### src/rtl/fmst_pkg.sv
package fmst_pkg;

   localparam int unsigned MODE_WIDTH = 2;
   localparam int unsigned PORT_WIDTH = 2;
   localparam int unsigned DATA_WIDTH = 8;
   localparam int unsigned ADDR_WIDTH = 9;
   localparam int unsigned CNT1_WIDTH = 11;
   localparam int unsigned CNT2_WIDTH = 13;

   typedef enum logic [MODE_WIDTH-1:0] {
      MODE_READ  = 2'd0,
      MODE_WRITE = 2'd1,
      MODE_TICK  = 2'd2,
      MODE_NONE  = 2'd3
   } item_mode_type;

   // Register addresses decoded by the timer block.
   localparam logic [ADDR_WIDTH-1:0] ADDR_TIMER_ONE = 9'h002;
   localparam logic [ADDR_WIDTH-1:0] ADDR_TIMER_TWO = 9'h003;
   localparam logic [ADDR_WIDTH-1:0] ADDR_TIMER_CTL = 9'h004;

   // Bit positions within the timer control byte.
   localparam int unsigned CTL_START_ONE = 0;
   localparam int unsigned CTL_START_TWO = 1;
   localparam int unsigned CTL_MASK_TWO  = 5;
   localparam int unsigned CTL_MASK_ONE  = 6;
   localparam int unsigned CTL_CLEAR     = 7;

   localparam logic [ADDR_WIDTH-1:0] PRESET_BASE = 9'd256;

endpackage

### src/rtl/fmst_req_if.sv
interface fmst_req_if;
   import fmst_pkg::*;

   logic                  valid;
   logic                  ready;
   logic [MODE_WIDTH-1:0] mode;
   logic [PORT_WIDTH-1:0] port_address;
   logic [DATA_WIDTH-1:0] write_data;

   modport source (output valid, output mode, output port_address, output write_data,
                   input ready);
   modport sink   (input valid, input mode, input port_address, input write_data,
                   output ready);
endinterface

### src/rtl/fmst_rsp_if.sv
interface fmst_rsp_if;
   import fmst_pkg::*;

   logic                  valid;
   logic                  ready;
   logic [DATA_WIDTH-1:0] read_data;
   logic                  irq_flag;

   modport source (output valid, output read_data, output irq_flag, input ready);
   modport sink   (input valid, input read_data, input irq_flag, output ready);
endinterface

### src/rtl/fm_synth_timer_status_regs_core.sv
// Channel   Direction  Words carried
// req_bus   in         mode, port_address, write_data
// rsp_bus   out        read_data, irq_flag
// csr_*     in         opl3_mode (write only)
//
// For each accepted request word the register file and both timers update at the
// accepting edge, and the response word is loaded into the output register at that edge.
// A new request is taken every cycle while the output register is empty or being drained.
// Reset clears all timer state, the address latch and the mode register; timers stop.
// When rsp_bus stalls, one response waits in the output register and req_bus is held off.
module fm_synth_timer_status_regs_core (
   input  logic       clock,
   input  logic       reset,
   input  logic       csr_write_enable,
   input  logic       csr_write_data,
   fmst_req_if.sink   req_bus,
   fmst_rsp_if.source rsp_bus
);
   import fmst_pkg::*;

   logic                  opl3_mode_ff;
   logic [ADDR_WIDTH-1:0] addr_ff,       addr_in;
   logic [ADDR_WIDTH-1:0] preset_one_ff, preset_one_in;
   logic [ADDR_WIDTH-1:0] preset_two_ff, preset_two_in;
   logic                  ctl_one_ff,    ctl_one_in;
   logic                  ctl_two_ff,    ctl_two_in;
   logic                  flag_one_ff,   flag_one_in;
   logic                  flag_two_ff,   flag_two_in;
   logic                  mask_one_ff,   mask_one_in;
   logic                  mask_two_ff,   mask_two_in;
   logic [CNT1_WIDTH-1:0] count_one_ff,  count_one_in;
   logic [CNT2_WIDTH-1:0] count_two_ff,  count_two_in;
   logic                  run_one_ff,    run_one_in;
   logic                  run_two_ff,    run_two_in;

   logic                  rsp_valid_ff,  rsp_valid_in;
   logic [DATA_WIDTH-1:0] rsp_data_ff,   rsp_data_in;
   logic                  rsp_irq_ff,    rsp_irq_in;

   logic                  req_fire;
   logic                  irq_now;
   logic [DATA_WIDTH-1:0] wdata;
   item_mode_type         mode;

   assign req_bus.ready = !rsp_valid_ff || rsp_bus.ready;
   assign req_fire      = req_bus.valid && req_bus.ready;
   assign wdata         = req_bus.write_data;
   assign mode          = item_mode_type'(req_bus.mode);

   // The "any flag" status bit is never stored: it always equals the unmasked flags.
   assign irq_now = (flag_one_ff && mask_one_ff) || (flag_two_ff && mask_two_ff);

   always_comb begin
      addr_in       = addr_ff;
      preset_one_in = preset_one_ff;
      preset_two_in = preset_two_ff;
      ctl_one_in    = ctl_one_ff;
      ctl_two_in    = ctl_two_ff;
      flag_one_in   = flag_one_ff;
      flag_two_in   = flag_two_ff;
      mask_one_in   = mask_one_ff;
      mask_two_in   = mask_two_ff;
      count_one_in  = count_one_ff;
      count_two_in  = count_two_ff;
      run_one_in    = run_one_ff;
      run_two_in    = run_two_ff;
      rsp_data_in   = '0;

      if (req_fire) begin
         case (mode)
            MODE_READ: begin
               if (!req_bus.port_address[0]) begin
                  rsp_data_in = {irq_now, flag_one_ff && mask_one_ff,
                                 flag_two_ff && mask_two_ff, 2'b00,
                                 !opl3_mode_ff, !opl3_mode_ff, 1'b0};
               end else begin
                  rsp_data_in = opl3_mode_ff ? 8'h00 : 8'hff;
               end
            end
            MODE_WRITE: begin
               if (!req_bus.port_address[0]) begin
                  addr_in = {opl3_mode_ff && req_bus.port_address[1], wdata};
               end else if (addr_ff == ADDR_TIMER_ONE) begin
                  preset_one_in = PRESET_BASE - {1'b0, wdata};
               end else if (addr_ff == ADDR_TIMER_TWO) begin
                  preset_two_in = PRESET_BASE - {1'b0, wdata};
               end else if (addr_ff == ADDR_TIMER_CTL) begin
                  if (wdata[CTL_CLEAR]) begin
                     flag_one_in = 1'b0;
                     flag_two_in = 1'b0;
                  end else begin
                     // Only a change of a start bit loads or stops its timer.
                     if (wdata[CTL_START_ONE] != ctl_one_ff) begin
                        if (wdata[CTL_START_ONE]) begin
                           count_one_in = {preset_one_ff, 2'b00};
                           run_one_in   = preset_one_ff != '0;
                        end else begin
                           count_one_in = '0;
                           run_one_in   = 1'b0;
                        end
                     end
                     if (wdata[CTL_START_TWO] != ctl_two_ff) begin
                        if (wdata[CTL_START_TWO]) begin
                           count_two_in = {preset_two_ff, 4'b0000};
                           run_two_in   = preset_two_ff != '0;
                        end else begin
                           count_two_in = '0;
                           run_two_in   = 1'b0;
                        end
                     end
                     mask_one_in = !wdata[CTL_MASK_ONE];
                     mask_two_in = !wdata[CTL_MASK_TWO];
                     ctl_one_in  = wdata[CTL_START_ONE];
                     ctl_two_in  = wdata[CTL_START_TWO];
                  end
               end
            end
            MODE_TICK: begin
               if (run_one_ff) begin
                  if (count_one_ff <= CNT1_WIDTH'(1)) begin
                     flag_one_in  = 1'b1;
                     count_one_in = {preset_one_ff, 2'b00};
                     run_one_in   = preset_one_ff != '0;
                  end else begin
                     count_one_in = count_one_ff - CNT1_WIDTH'(1);
                  end
               end
               if (run_two_ff) begin
                  if (count_two_ff <= CNT2_WIDTH'(1)) begin
                     flag_two_in  = 1'b1;
                     count_two_in = {preset_two_ff, 4'b0000};
                     run_two_in   = preset_two_ff != '0;
                  end else begin
                     count_two_in = count_two_ff - CNT2_WIDTH'(1);
                  end
               end
            end
            default: begin
            end
         endcase
      end

      rsp_irq_in   = (flag_one_in && mask_one_in) || (flag_two_in && mask_two_in);
      rsp_valid_in = req_fire || (rsp_valid_ff && !rsp_bus.ready);
   end

   always_ff @(posedge clock) begin
      if (reset) begin
         opl3_mode_ff  <= 1'b0;
         addr_ff       <= '0;
         preset_one_ff <= '0;
         preset_two_ff <= '0;
         ctl_one_ff    <= 1'b0;
         ctl_two_ff    <= 1'b0;
         flag_one_ff   <= 1'b0;
         flag_two_ff   <= 1'b0;
         mask_one_ff   <= 1'b0;
         mask_two_ff   <= 1'b0;
         count_one_ff  <= '0;
         count_two_ff  <= '0;
         run_one_ff    <= 1'b0;
         run_two_ff    <= 1'b0;
         rsp_valid_ff  <= 1'b0;
      end else begin
         if (csr_write_enable) begin
            opl3_mode_ff <= csr_write_data;
         end
         addr_ff       <= addr_in;
         preset_one_ff <= preset_one_in;
         preset_two_ff <= preset_two_in;
         ctl_one_ff    <= ctl_one_in;
         ctl_two_ff    <= ctl_two_in;
         flag_one_ff   <= flag_one_in;
         flag_two_ff   <= flag_two_in;
         mask_one_ff   <= mask_one_in;
         mask_two_ff   <= mask_two_in;
         count_one_ff  <= count_one_in;
         count_two_ff  <= count_two_in;
         run_one_ff    <= run_one_in;
         run_two_ff    <= run_two_in;
         rsp_valid_ff  <= rsp_valid_in;
      end
   end

   always_ff @(posedge clock) begin
      if (req_fire) begin
         rsp_data_ff <= rsp_data_in;
         rsp_irq_ff  <= rsp_irq_in;
      end
   end

   assign rsp_bus.valid     = rsp_valid_ff;
   assign rsp_bus.read_data = rsp_data_ff;
   assign rsp_bus.irq_flag  = rsp_irq_ff;

`ifndef SYNTHESIS
   a_stopped_one_empty: assert property (@(posedge clock) disable iff (reset)
      !run_one_ff |-> count_one_ff == '0)
      else $error("timer one stopped with a nonzero count");

   a_stopped_two_empty: assert property (@(posedge clock) disable iff (reset)
      !run_two_ff |-> count_two_ff == '0)
      else $error("timer two stopped with a nonzero count");

   a_preset_nonzero: assert property (@(posedge clock) disable iff (reset)
      req_fire && req_bus.mode == MODE_WRITE && req_bus.port_address[0]
         && addr_ff == ADDR_TIMER_ONE |=> preset_one_ff != '0)
      else $error("timer one preset is zero after a write");

   a_opl2_status_bits: assert property (@(posedge clock) disable iff (reset)
      req_fire && req_bus.mode == MODE_READ && !req_bus.port_address[0] && !opl3_mode_ff
         |=> rsp_valid_ff && rsp_data_ff[2:1] == 2'b11)
      else $error("status read in OPL2 mode lost its fixed bits");
`endif

endmodule

### src/flat_wrapper.sv
// flat-port wrapper written by rule: the top's interface ports become plain ports
module fm_synth_timer_status_regs_core_flat import fmst_pkg::*;
  (clock, reset, csr_write_enable, csr_write_data, req_bus_valid, req_bus_mode, req_bus_port_address, req_bus_write_data, req_bus_ready, rsp_bus_valid, rsp_bus_read_data, rsp_bus_irq_flag, rsp_bus_ready);
  fmst_req_if req_bus_i ();
  fmst_rsp_if rsp_bus_i ();
  input  logic clock;
  input  logic reset;
  input  logic csr_write_enable;
  input  logic csr_write_data;
  input wire logic [$bits(req_bus_i.valid)-1:0] req_bus_valid;
  input wire logic [$bits(req_bus_i.mode)-1:0] req_bus_mode;
  input wire logic [$bits(req_bus_i.port_address)-1:0] req_bus_port_address;
  input wire logic [$bits(req_bus_i.write_data)-1:0] req_bus_write_data;
  output wire logic [$bits(req_bus_i.ready)-1:0] req_bus_ready;
  output wire logic [$bits(rsp_bus_i.valid)-1:0] rsp_bus_valid;
  output wire logic [$bits(rsp_bus_i.read_data)-1:0] rsp_bus_read_data;
  output wire logic [$bits(rsp_bus_i.irq_flag)-1:0] rsp_bus_irq_flag;
  input wire logic [$bits(rsp_bus_i.ready)-1:0] rsp_bus_ready;
  assign req_bus_i.valid = req_bus_valid;
  assign req_bus_i.mode = req_bus_mode;
  assign req_bus_i.port_address = req_bus_port_address;
  assign req_bus_i.write_data = req_bus_write_data;
  assign req_bus_ready = req_bus_i.ready;
  assign rsp_bus_valid = rsp_bus_i.valid;
  assign rsp_bus_read_data = rsp_bus_i.read_data;
  assign rsp_bus_irq_flag = rsp_bus_i.irq_flag;
  assign rsp_bus_i.ready = rsp_bus_ready;
  fm_synth_timer_status_regs_core u_core (.clock(clock), .reset(reset), .csr_write_enable(csr_write_enable), .csr_write_data(csr_write_data), .req_bus(req_bus_i), .rsp_bus(rsp_bus_i));
endmodule
### config.mk
export PLATFORM = sky130hd
export DESIGN_NAME = fm_synth_timer_status_regs_core_flat
export DESIGN_NICKNAME = d
export VERILOG_FILES = /design/src/rtl/fmst_pkg.sv /design/src/rtl/fmst_req_if.sv /design/src/rtl/fmst_rsp_if.sv /design/src/rtl/fm_synth_timer_status_regs_core.sv /design/src/flat_wrapper.sv
export SDC_FILE = /design/constraint.sdc
export NUM_CORES = 1
export LEC_CHECK = 0
export ABC_AREA = 1
export BUFFER_PORTS_ARGS = -buffer_cell sky130_fd_sc_hd__buf_2
export CAP_MARGIN = 30
export CORE_MARGIN = 3
export CORE_UTILIZATION = 50
export CTS_BUF_LIST = sky130_fd_sc_hd__clkbuf_4 sky130_fd_sc_hd__clkbuf_8 sky130_fd_sc_hd__clkbuf_16
export DETAILED_ROUTE_END_ITERATION = 10
export GPL_ROUTABILITY_DRIVEN = 0
export HOLD_SLACK_MARGIN = 0.06
export PLACE_DENSITY = 0.71
export SLEW_MARGIN = 30
export SYNTH_ARGS = -nofsm -noshare
export SYNTH_HDL_FRONTEND = slang
export SYNTH_SLANG_ARGS = --single-unit
### constraint.sdc
create_clock -name clock -period 2 [get_ports clock]
set_input_delay 0.4 -clock clock [delete_from_list [all_inputs] [get_ports clock]]
set_output_delay 0.4 -clock clock [all_outputs]
set_load 0.02 [all_outputs]
# ---- Word-level counts from Yosys, hierarchy flattened
# Cells that the tools add are included.
dict set report word_totals {
  output_inout_bits 11
  input_bits 18
  word_cells 146
  ff_bits 70
}
dict set report op_classes {
  bitwise 4
  n_reduce_logical 29
  n_mux 74
  eq_ne 16
  n_lt_le_gt_ge 2
  addsub 3
}
# cell n
set ops {}
lappend ops {{13-bit 2-to-1 mux} 9}
lappend ops {{11-bit 2-to-1 mux} 9}
lappend ops {{1-bit 2-to-1 mux} 48}
lappend ops {{13-bit one-hot mux with 2 select lines} 1}
lappend ops {{11-bit one-hot mux with 2 select lines} 1}
lappend ops {{9-bit by 2-bit equality test with 1-bit output (second input constant)} 2}
lappend ops {{9-bit AND reduction} 2}
lappend ops {{9-bit nonzero test} 2}
lappend ops {{8-bit 2-to-1 mux} 2}
lappend ops {{8-bit AND reduction} 2}
lappend ops {{13-bit by 1-bit less-or-equal comparator with 1-bit output (second input constant)} 1}
lappend ops {{13-bit by 1-bit subtractor with 13-bit output (second input constant)} 1}
lappend ops {{11-bit by 1-bit less-or-equal comparator with 1-bit output (second input constant)} 1}
lappend ops {{11-bit by 1-bit subtractor with 11-bit output (second input constant)} 1}
lappend ops {{2-bit by 1-bit != test with 1-bit output (second input constant)} 5}
lappend ops {{9-bit by 3-bit equality test with 1-bit output (second input constant)} 1}
lappend ops {{9-bit by 8-bit subtractor with 9-bit output (first input constant)} 1}
lappend ops {{2-bit != test (second input constant)} 4}
lappend ops {{1-bit one-hot mux with 2 select lines} 4}
lappend ops {{1-bit logical AND} 7}
lappend ops {{7-bit AND reduction} 1}
lappend ops {{1-bit zero test} 5}
lappend ops {{5-bit AND reduction} 1}
lappend ops {{1-bit logical OR} 4}
lappend ops {{9 further kinds} 13}

# ---- Depth between registers and ports, before layout
# Gate-level depths: netlist of the first run.
dict set report logic_depth {
  word_depth 10
  mapped_depth 12
  ltp_nobuf 12
}

# ---- Worst setup path before layout of the first run
# OpenSTA, ideal clock, no wires.
dict set report synth_timing {
  path_kind {input to register}
  start {input req_bus_mode[1]}
  end {register u_core.count_one_ff[8]}
  path_slack_ps 395
  path_stages 12
  required_time_ps 1885
  arrival_time_ps 1491
  cell_sequence {inv_1 -> ha_1 -> clkbuf_2 -> nand3_1 -> o21ai_1 -> inv_1 -> nand2_1 -> nor2_4 -> buf_6 -> nand2_1 -> nor2_1 -> nor2_1}
}
dict set report synth_via {
  elab_chain_cells 3
}
# element line
set synth_lines {}
lappend synth_lines {{start, declared} flat_wrapper.sv:11} ;# input wire logic [$bits(req_bus_i.mode)-1:0] req_bus_mode;
lappend synth_lines {{2-bit equality test / 2-bit by 1-bit equality test with 1-bit output (equally long branches)} fm_synth_timer_status_regs_core.sv:70} ;# case (mode)
lappend synth_lines {{2-bit by 1-bit != test with 1-bit output (no line) (tied with other cells)} --}
lappend synth_lines {{9-bit AND reduction (no line)} --}
lappend synth_lines {{end signal, assigned} fm_synth_timer_status_regs_core.sv:177} ;# count_one_ff <= count_one_in;
lappend synth_lines {{end, declared} fm_synth_timer_status_regs_core.sv:31} ;# logic [CNT1_WIDTH-1:0] count_one_ff, count_one_in;
# Parallel ways exist; a longest one is shown, timed or not.
# A chain may end at the register's enable or synchronous reset.

# ---- Worst setup path after layout of the first run
dict set report layout_timing {
  start {register u_core.count_one_ff[1]}
  end {register u_core.rsp_irq_ff (netlist: u_core.rsp_bus.irq_flag), data pin}
}
dict set report layout_via {
  elab_chain_cells 7
}
# element line
set layout_lines {}
lappend layout_lines {{11-bit by 1-bit less-or-equal comparator with 1-bit output} fm_synth_timer_status_regs_core.sv:120} ;# if (count_one_ff <= CNT1_WIDTH'(1)) begin
lappend layout_lines {{1-bit 2-to-1 mux} fm_synth_timer_status_regs_core.sv:120}
lappend layout_lines {{1-bit 2-to-1 mux} fm_synth_timer_status_regs_core.sv:119} ;# if (run_one_ff) begin
lappend layout_lines {{1-bit one-hot mux with 2 select lines} fm_synth_timer_status_regs_core.sv:70}
lappend layout_lines {{1-bit 2-to-1 mux} fm_synth_timer_status_regs_core.sv:69} ;# if (req_fire) begin
lappend layout_lines {{1-bit logical AND} fm_synth_timer_status_regs_core.sv:143} ;# rsp_irq_in = (flag_one_in && mask_one_in) || (flag_two_in && mask_two_in);
lappend layout_lines {{1-bit logical OR} fm_synth_timer_status_regs_core.sv:143}
lappend layout_lines {{net u_core.rsp_irq_in} fm_synth_timer_status_regs_core.sv:38} ;# logic rsp_irq_ff, rsp_irq_in;
lappend layout_lines {{end signal, assigned} fm_synth_timer_status_regs_core.sv:188} ;# rsp_irq_ff <= rsp_irq_in;
lappend layout_lines {{end, declared} fm_synth_timer_status_regs_core.sv:38}
# The timed path passes the listed nets, and every way through them passes these cells.

==> results of run 1 <==
## cell families after synthesis
| kind of cell | after synthesis | synth area share (%) |
|---|---|---|
| DFF | 67 | 35.2 |
| AOI/OAI and AO/OA | 121 | 15.7 |
| buffers and inverters | 94 | 10.5 |
| xor gates and xnor gates | 12 | 2.64 |
| and+or+nand+nor | 302 | 33.4 |
| adders and majority gates | 8 | 2.52 |
## cell usage in the layout (no fill, tap or decap), types with 9 or more instances in the layout
cell type,instances
inv_1,62
buf_4,10
nand2_1,124
o21ai_1,17
nand2_2,9
clkbuf_8,9
buf_2,28
nand3_1,32
dfxtp_1,61
a21oi_1,50
nor2_1,108
o21ai_0,50
## registers in the layout, indices dropped and copies added, names as in the netlist, 5 cells and up
signal                    count
u_core.addr_ff                9
u_core.count_one_ff          11
u_core.count_two_ff          13
u_core.preset_one_ff          9
u_core.preset_two_ff          9
u_core.rsp_bus.read_data      5
## routing by layer
metal	routed length (um)	share of wire [%]	global-route usage (%)
met5	0	0	0
met4	163	1.7	8.41
met3	536	5.7	3.31
met2	4260	46	35.7
met1	4380	47	30.6
## power by group through the flow
stage / Sequential [W] / Clock (W) / Combinational (W)
floorplan: 0.00148 / 0 / 0.000641
global placement: 0.00148 / 0 / 0.000808
detailed placement: 0.00148 / 0 / 0.000823
CTS: 0.00145 / 0.00113 / 0.000828
global route: 0.00146 / 0.00118 / 0.000941
finish: 0.00145 / 0.00111 / 0.000828
## area by class of cell
cell class | instances | area (um2)
Clock buffer | 9 | 124
Multi-Input combinational cell | 443 | 2160
Timing Repair Buffer | 40 | 255
Fill cell | 710 | 3080
Clock inverter | 7 | 68.8
Inverter | 73 | 277
Sequential cell | 67 | 1400
Tap cell | 99 | 124
## worst max path at each step
| stage | to | slack (ns) |
|---|---|---|
| final | u_core.rsp_bus.irq_flag$_DFFE_PP_ | 0.26 |
| after global routing | u_core.count_two_ff[0]$_SDFFE_PP0P_ | 0.13 |
| after CTS | u_core.rsp_bus.irq_flag$_DFFE_PP_ | 0.27 |
| after detailed placement | u_core.rsp_bus.irq_flag$_DFFE_PP_ | 0.07 |
| after global placement | u_core.count_two_ff[1]$_SDFFE_PP0P_ | 0.17 |
| after floorplan | u_core.count_one_ff[8]$_SDFFE_PP0P_ | 0.39 |
## through the flow
step / total power (W) / area [um2]
6_report: 0.00339 / 4410
2_1_floorplan: 0.00212 / 3980
5_1_grt: 0.00358 / 4410
3_5_place_dp: 0.00230 / 4220
4_1_cts: 0.00341 / 4410
3_3_place_gp: 0.00229 / 4220
==> impl_metrics.py, run 1 <==
metrics = {
    "die": {
        "die_x_um": 95.2,
        "core_area_um2": 7490,
        "die_area_um2": 9060,
        "dieHeight_um": 95.2,
        "io_pins": 29,
        "initial_core_util_pct": 53.1,
        "rows": 31,
    },
    "worst_setup_path": {
        "end_kind": "register",
        "required_ns": 2.09,
        "max_stage_delay_ns": 0.40,
        "cp_max_fo": 9,
        "path_class": "reg -> reg",
        "critPathBufInv": 1,
        "cp_cell_sequence": "inv_1 -> ha_1 -> nor2_1 -> nor2_2 -> nand2_2 -> nor2_1 -> o21ai_0 -> o21ai_0",
        "reg2reg_slack_ns": 0.26,
        "timing.rr.start": "u_core.count_one_ff[1]$_SDFFE_PP0P_",
        "crit_arrival_ns": 1.82,
        "worstSetupStartpointType": "register",
        "reg2reg_to": "u_core.rsp_bus.irq_flag$_DFFE_PP_",
        "critPathTopFamily": "simple AND/OR/NAND/NOR gates",
        "critPathSlowestCell": "dfxtp_1",
        "reg2reg_depth": 8,
        "worstSetupStartpoint": "u_core.count_one_ff[1]$_SDFFE_PP0P_",
        "worstSetupPathDepth": 8,
    },
    "clock_network": {
        "clock_latency_ns": 0.34,
        "post_cts_resized": 0,
        "clkTransAtPathRegs_ns": 0.08,
        "clock-root-buffer": "clkbuf_8",
        "htree_num_levels": 3,
        "cts_tree": "built",
        "cts_hold_buf": 0,
        "clk_path_buf_depth": 2,
        "cts_made_buffers": 9,
        "postCtsSetupRepairBufs": 0,
        "clkSinkCount": 67,
    },
    "hold_path": {
        "hold_path_end": "u_core.opl3_mode_ff$_SDFFE_PP0P_",
        "hold_class": "in -> reg",
        "min-delay-start": "csr_write_enable",
        "min_delay_path_depth": 2,
    },
    "drt": {
        "wl_um": 9340,
        "drt-initial-drc-count": 259,
        "drc": 0,
        "detail-route-antenna-nets": 0,
        "vias": 3859,
        "wl_per_cell_um": 12.7,
        "viasPerCell": 5.23,
        "drtPass1Iterations": 5,
    },
    "global_routing": {
        "first_global_vias": 3614,
        "grt_first_pass_wirelength_um": 16100,
        "overflow": 0,
        "antenna_found_initial": 0,
        "grt_usage_pct": 22.4,
        "grt_start_max_net_pins": 53,
    },
    "logic_synthesis": {
        "ys.flop_type": "dfxtp_1",
        "ys_ff_latch": 67,
        "ys_seq_area_share_pct": 35.2,
        "mappedNetlistNets": 630,
        "synth_warnings": 0,
        "synth_most_common_cell": "nand2_1",
        "syn_area_um2": 3980,
        "synth.distinct_cells": 35,
        "synthCells": 604,
        "synth_top_cell_area_share_pct": 30.7,
        "synth.avg_cell_area_um2": 6.59,
        "synth_edf_count": 6,
        "async_reset_ff_share_pct": 0,
        "synthTopCellsByArea": "dfxtp_1 (31%), nand2_1 (12%), nor2_1 (10%)",
        "ys_top_cells_by_count": "nand2_1 (124), nor2_1 (108), inv_1 (62), dfxtp_1 (61)",
        "yosys.area.top_type": "dfxtp_1",
    },
    "timing": {
        "holdWs_ns": 0.247,
        "rsz0062_at_grt": "no",
        "period_share_pct": 86.9,
        "hold_violations": 0,
        "tns_ns": 0,
        "finalClockSkew_ns": 0.00848,
        "setup_ws_ns": 0.261,
        "setup_viol": 0,
        "max_freq_ghz": 0.575,
        "maxSlewHeadroom_pct": 52.0,
        "slew_viol_final": 0,
        "finalCriticalPeriod_ns": 1.74,
        "tightest_slew_ns": 0.717,
    },
    "flow_run": {
        "cap_violations": 0,
    },
    "placement": {
        "pre_cts_slack_ns": 0.0688,
        "dp.cells": 722,
        "dp_hpwl_um": 7060,
        "io_buffers": 28,
    },
    "power": {
        "p_switching_w": 0.00114,
        "clkPwrFrac_pct": 32.8,
        "p_leak_nw": 2.02,
        "power_density_nw_per_um2": 769,
        "combPwrFrac_pct": 24.4,
        "p_int_w": 0.00225,
        "seqPwrFrac_pct": 42.8,
        "switching_share_pct": 33.5,
        "vdd_drop_max_uv": 456,
    },
    "layout": {
        "utilization_pct": 58.9,
        "n_antenna_cell": 0,
        "final_nets": 660,
        "areaGrowthSynthToFinish_pct": 10.8,
        "fin_cells": 738,
        "drive_above_1_share_pct": 14.2,
    },
    "status": {
        "status": "completed",
    },
}
No activity file was read; power rests on OpenSTA's default activity.
==> run 2: changes to the inputs <==
--- a/config.mk
+++ b/config.mk
@@ -8,7 +8,7 @@
 export ABC_AREA = 1
 export BUFFER_PORTS_ARGS = -buffer_cell sky130_fd_sc_hd__buf_2
 export CAP_MARGIN = 30
-export CORE_MARGIN = 3
+export CORE_MARGIN = 2
 export CORE_UTILIZATION = 50
 export CTS_BUF_LIST = sky130_fd_sc_hd__clkbuf_4 sky130_fd_sc_hd__clkbuf_8 sky130_fd_sc_hd__clkbuf_16
 export DETAILED_ROUTE_END_ITERATION = 10
==> impl_metrics.py, run 2 (synthesis results as in run 1) <==
metrics = {
    "placement": {
        "dp_hpwl_um": 7000,
        "dpl_cell_area_um2": 4210,
        "dp.cells": 724,
        "io_buffers": 28,
    },
    "clock_network": {
        "clock_latency_ns": 0.35,
        "htree_num_levels": 3,
        "clkTransAtPathRegs_ns": 0.08,
        "postCtsSetupRepairBufs": 0,
        "clk_path_buf_depth": 2,
        "clkSinkCount": 67,
        "cts_hold_buf": 0,
        "clock-root-buffer": "clkbuf_8",
        "cts_made_buffers": 9,
        "cts_tree": "built",
        "post_cts_resized": 0,
    },
    "worst_setup_path": {
        "end_kind": "register",
        "crit_arrival_ns": 1.92,
        "path_class": "reg -> reg",
        "critPathSlowestCell": "dfxtp_1",
        "max_stage_delay_ns": 0.36,
        "reg2reg_to": "u_core.rsp_bus.irq_flag$_DFFE_PP_",
        "reg2reg_depth": 9,
        "required_ns": 2.20,
        "reg2reg_slack_ns": 0.28,
        "timing.rr.start": "u_core.count_two_ff[4]$_SDFFE_PP0P_",
        "cp_max_fo": 12,
        "worst_path_most_repeated_cell": "nand2_1",
        "critPathBufInv": 0,
        "cp_cell_sequence": "nor2_1 -> nand2_1 -> nor2_1 -> nand2_1 -> nand2_2 -> nand3_1 -> nand2_1 -> nand3_1 -> o21ai_0",
        "critPathTopFamily": "simple AND/OR/NAND/NOR gates",
        "worstSetupStartpointType": "register",
    },
    "power": {
        "switching_share_pct": 33.2,
        "seqPwrFrac_pct": 42.4,
        "p_leak_nw": 2.03,
        "clkPwrFrac_pct": 33.3,
        "power_density_nw_per_um2": 774,
        "combPwrFrac_pct": 24.2,
        "p_int_w": 0.00228,
        "p_switching_w": 0.00114,
        "vdd_drop_max_uv": 501,
    },
    "global_routing": {
        "first_global_vias": 3599,
        "overflow": 0,
        "grt_start_max_net_pins": 53,
        "grt_first_pass_wirelength_um": 16400,
        "grt_usage_pct": 23.6,
        "antenna_found_initial": 0,
    },
    "layout": {
        "final_cell_mix": "nand2_1 (124), nor2_1 (108), inv_1 (62), dfxtp_1 (61)",
        "final_nets": 659,
        "layout_commonest_cell": "nand2_1",
        "largest_reg_flops": 13,
        "fin_area_um2": 4420,
        "top_regs": "u_core.count_two_ff (13), u_core.count_one_ff (11)",
        "drive_above_1_share_pct": 14.4,
        "areaGrowthSynthToFinish_pct": 11.1,
        "max_flop_register": "u_core.count_two_ff",
        "n_antenna_cell": 0,
        "fin_cells": 740,
    },
    "die": {
        "rows": 32,
        "initial_core_util_pct": 51.5,
        "die_x_um": 93.2,
        "core_area_um2": 7730,
        "die_area_um2": 8680,
        "io_pins": 29,
        "dieHeight_um": 93.2,
    },
    "hold_path": {
        "min_delay_path_depth": 2,
        "min-delay-start": "csr_write_enable",
        "hold_class": "in -> reg",
        "hold_path_end": "u_core.opl3_mode_ff$_SDFFE_PP0P_",
    },
    "timing": {
        "tns_ns": 0,
        "period_share_pct": 86.2,
        "rsz0062_at_grt": "no",
        "tightest_slew_ns": 0.358,
        "finalCriticalPeriod_ns": 1.72,
        "max_freq_ghz": 0.580,
        "setup_viol": 0,
        "slew_viol_final": 0,
        "finalClockSkew_ns": 0.0158,
        "hold_violations": 0,
        "maxSlewHeadroom_pct": 76.1,
    },
    "drt": {
        "viasPerCell": 5.22,
        "drt-initial-drc-count": 285,
        "drtPass1Iterations": 5,
        "drc": 0,
        "wl_um": 9470,
        "detail-route-antenna-nets": 0,
        "wl_per_cell_um": 12.8,
        "vias": 3866,
    },
    "flow_run": {
        "cap_violations": 0,
    },
    "status": {
        "status": "completed",
    },
}
## run 2: changes by cell type in the layout (fill, tap and decap cells not counted)
cell / change
bufinv_16: -1
inv_6: +1
clkinvlp_4: -2
clkbuf_16: +1
clkbuf_8: +2
clkinv_2: +1
clkinv_1: -2
buf_4: -1
## run 2: power by group through the flow
stage,Clock [W],Sequential (W),Combinational (W)
6_report,0.00114,0.00145,0.000827
4_1_cts,0.00116,0.00145,0.000828
2_1_floorplan,0,0.00148,0.000641
3_3_place_gp,0,0.00148,0.000806
3_5_place_dp,0,0.00148,0.000824
5_1_grt,0.00122,0.00146,0.000940
## run 2: worst max-delay path by stage
stage | slack (ns) | startpoint | cells past startpoint | end
3_3_place_gp | 0.17 | req_bus_mode[1] | 10 | u_core.rsp_bus.irq_flag$_DFFE_PP_
2_1_floorplan | 0.39 | req_bus_mode[1] | 12 | u_core.count_one_ff[8]$_SDFFE_PP0P_
4_1_cts | 0.30 | u_core.count_two_ff[3]$_SDFFE_PP0P_ | 9 | u_core.rsp_bus.irq_flag$_DFFE_PP_
6_report | 0.28 | u_core.count_two_ff[4]$_SDFFE_PP0P_ | 9 | u_core.rsp_bus.irq_flag$_DFFE_PP_
3_5_place_dp | 0.1 | req_bus_mode[1] | 10 | u_core.rsp_bus.irq_flag$_DFFE_PP_
5_1_grt | 0.07 | u_core.count_one_ff[0]$_SDFFE_PP0P_ | 11 | u_core.count_one_ff[10]$_SDFFE_PP0P_
## run 2: through the flow
stage	utilization, %	total power, W	hold WS, ns	worst slack (ns)
CTS	57.2	0.00344	0.229	0.305
floorplan	-	0.00212	0.450	0.395
global route	57.2	0.00362	0.227	0.0730
detailed placement	54.5	0.00230	0.483	0.0959
global placement	54.5	0.00229	0.473	0.169
finish	57.2	0.00342	0.238	0.277
## run 2: layout make-up
class | count | area, um2
well taps | 102 | 128
multi-input cells | 443 | 2160
fillers | 764 | 3310
clock buffers | 12 | 176
flip-flops and latches | 67 | 1400
inverters | 73 | 277
clock inverters | 4 | 30.0
repair buffers | 39 | 248
## run 2: per-layer routing
metal	GRT usage, %	part of all wire (%)	up-vias
met5	0	0	-
met2	38.9	47	102
met3	5.56	6.3	8
li1	-	-	1986
met1	31.5	46	1770
met4	5.64	0.70	0
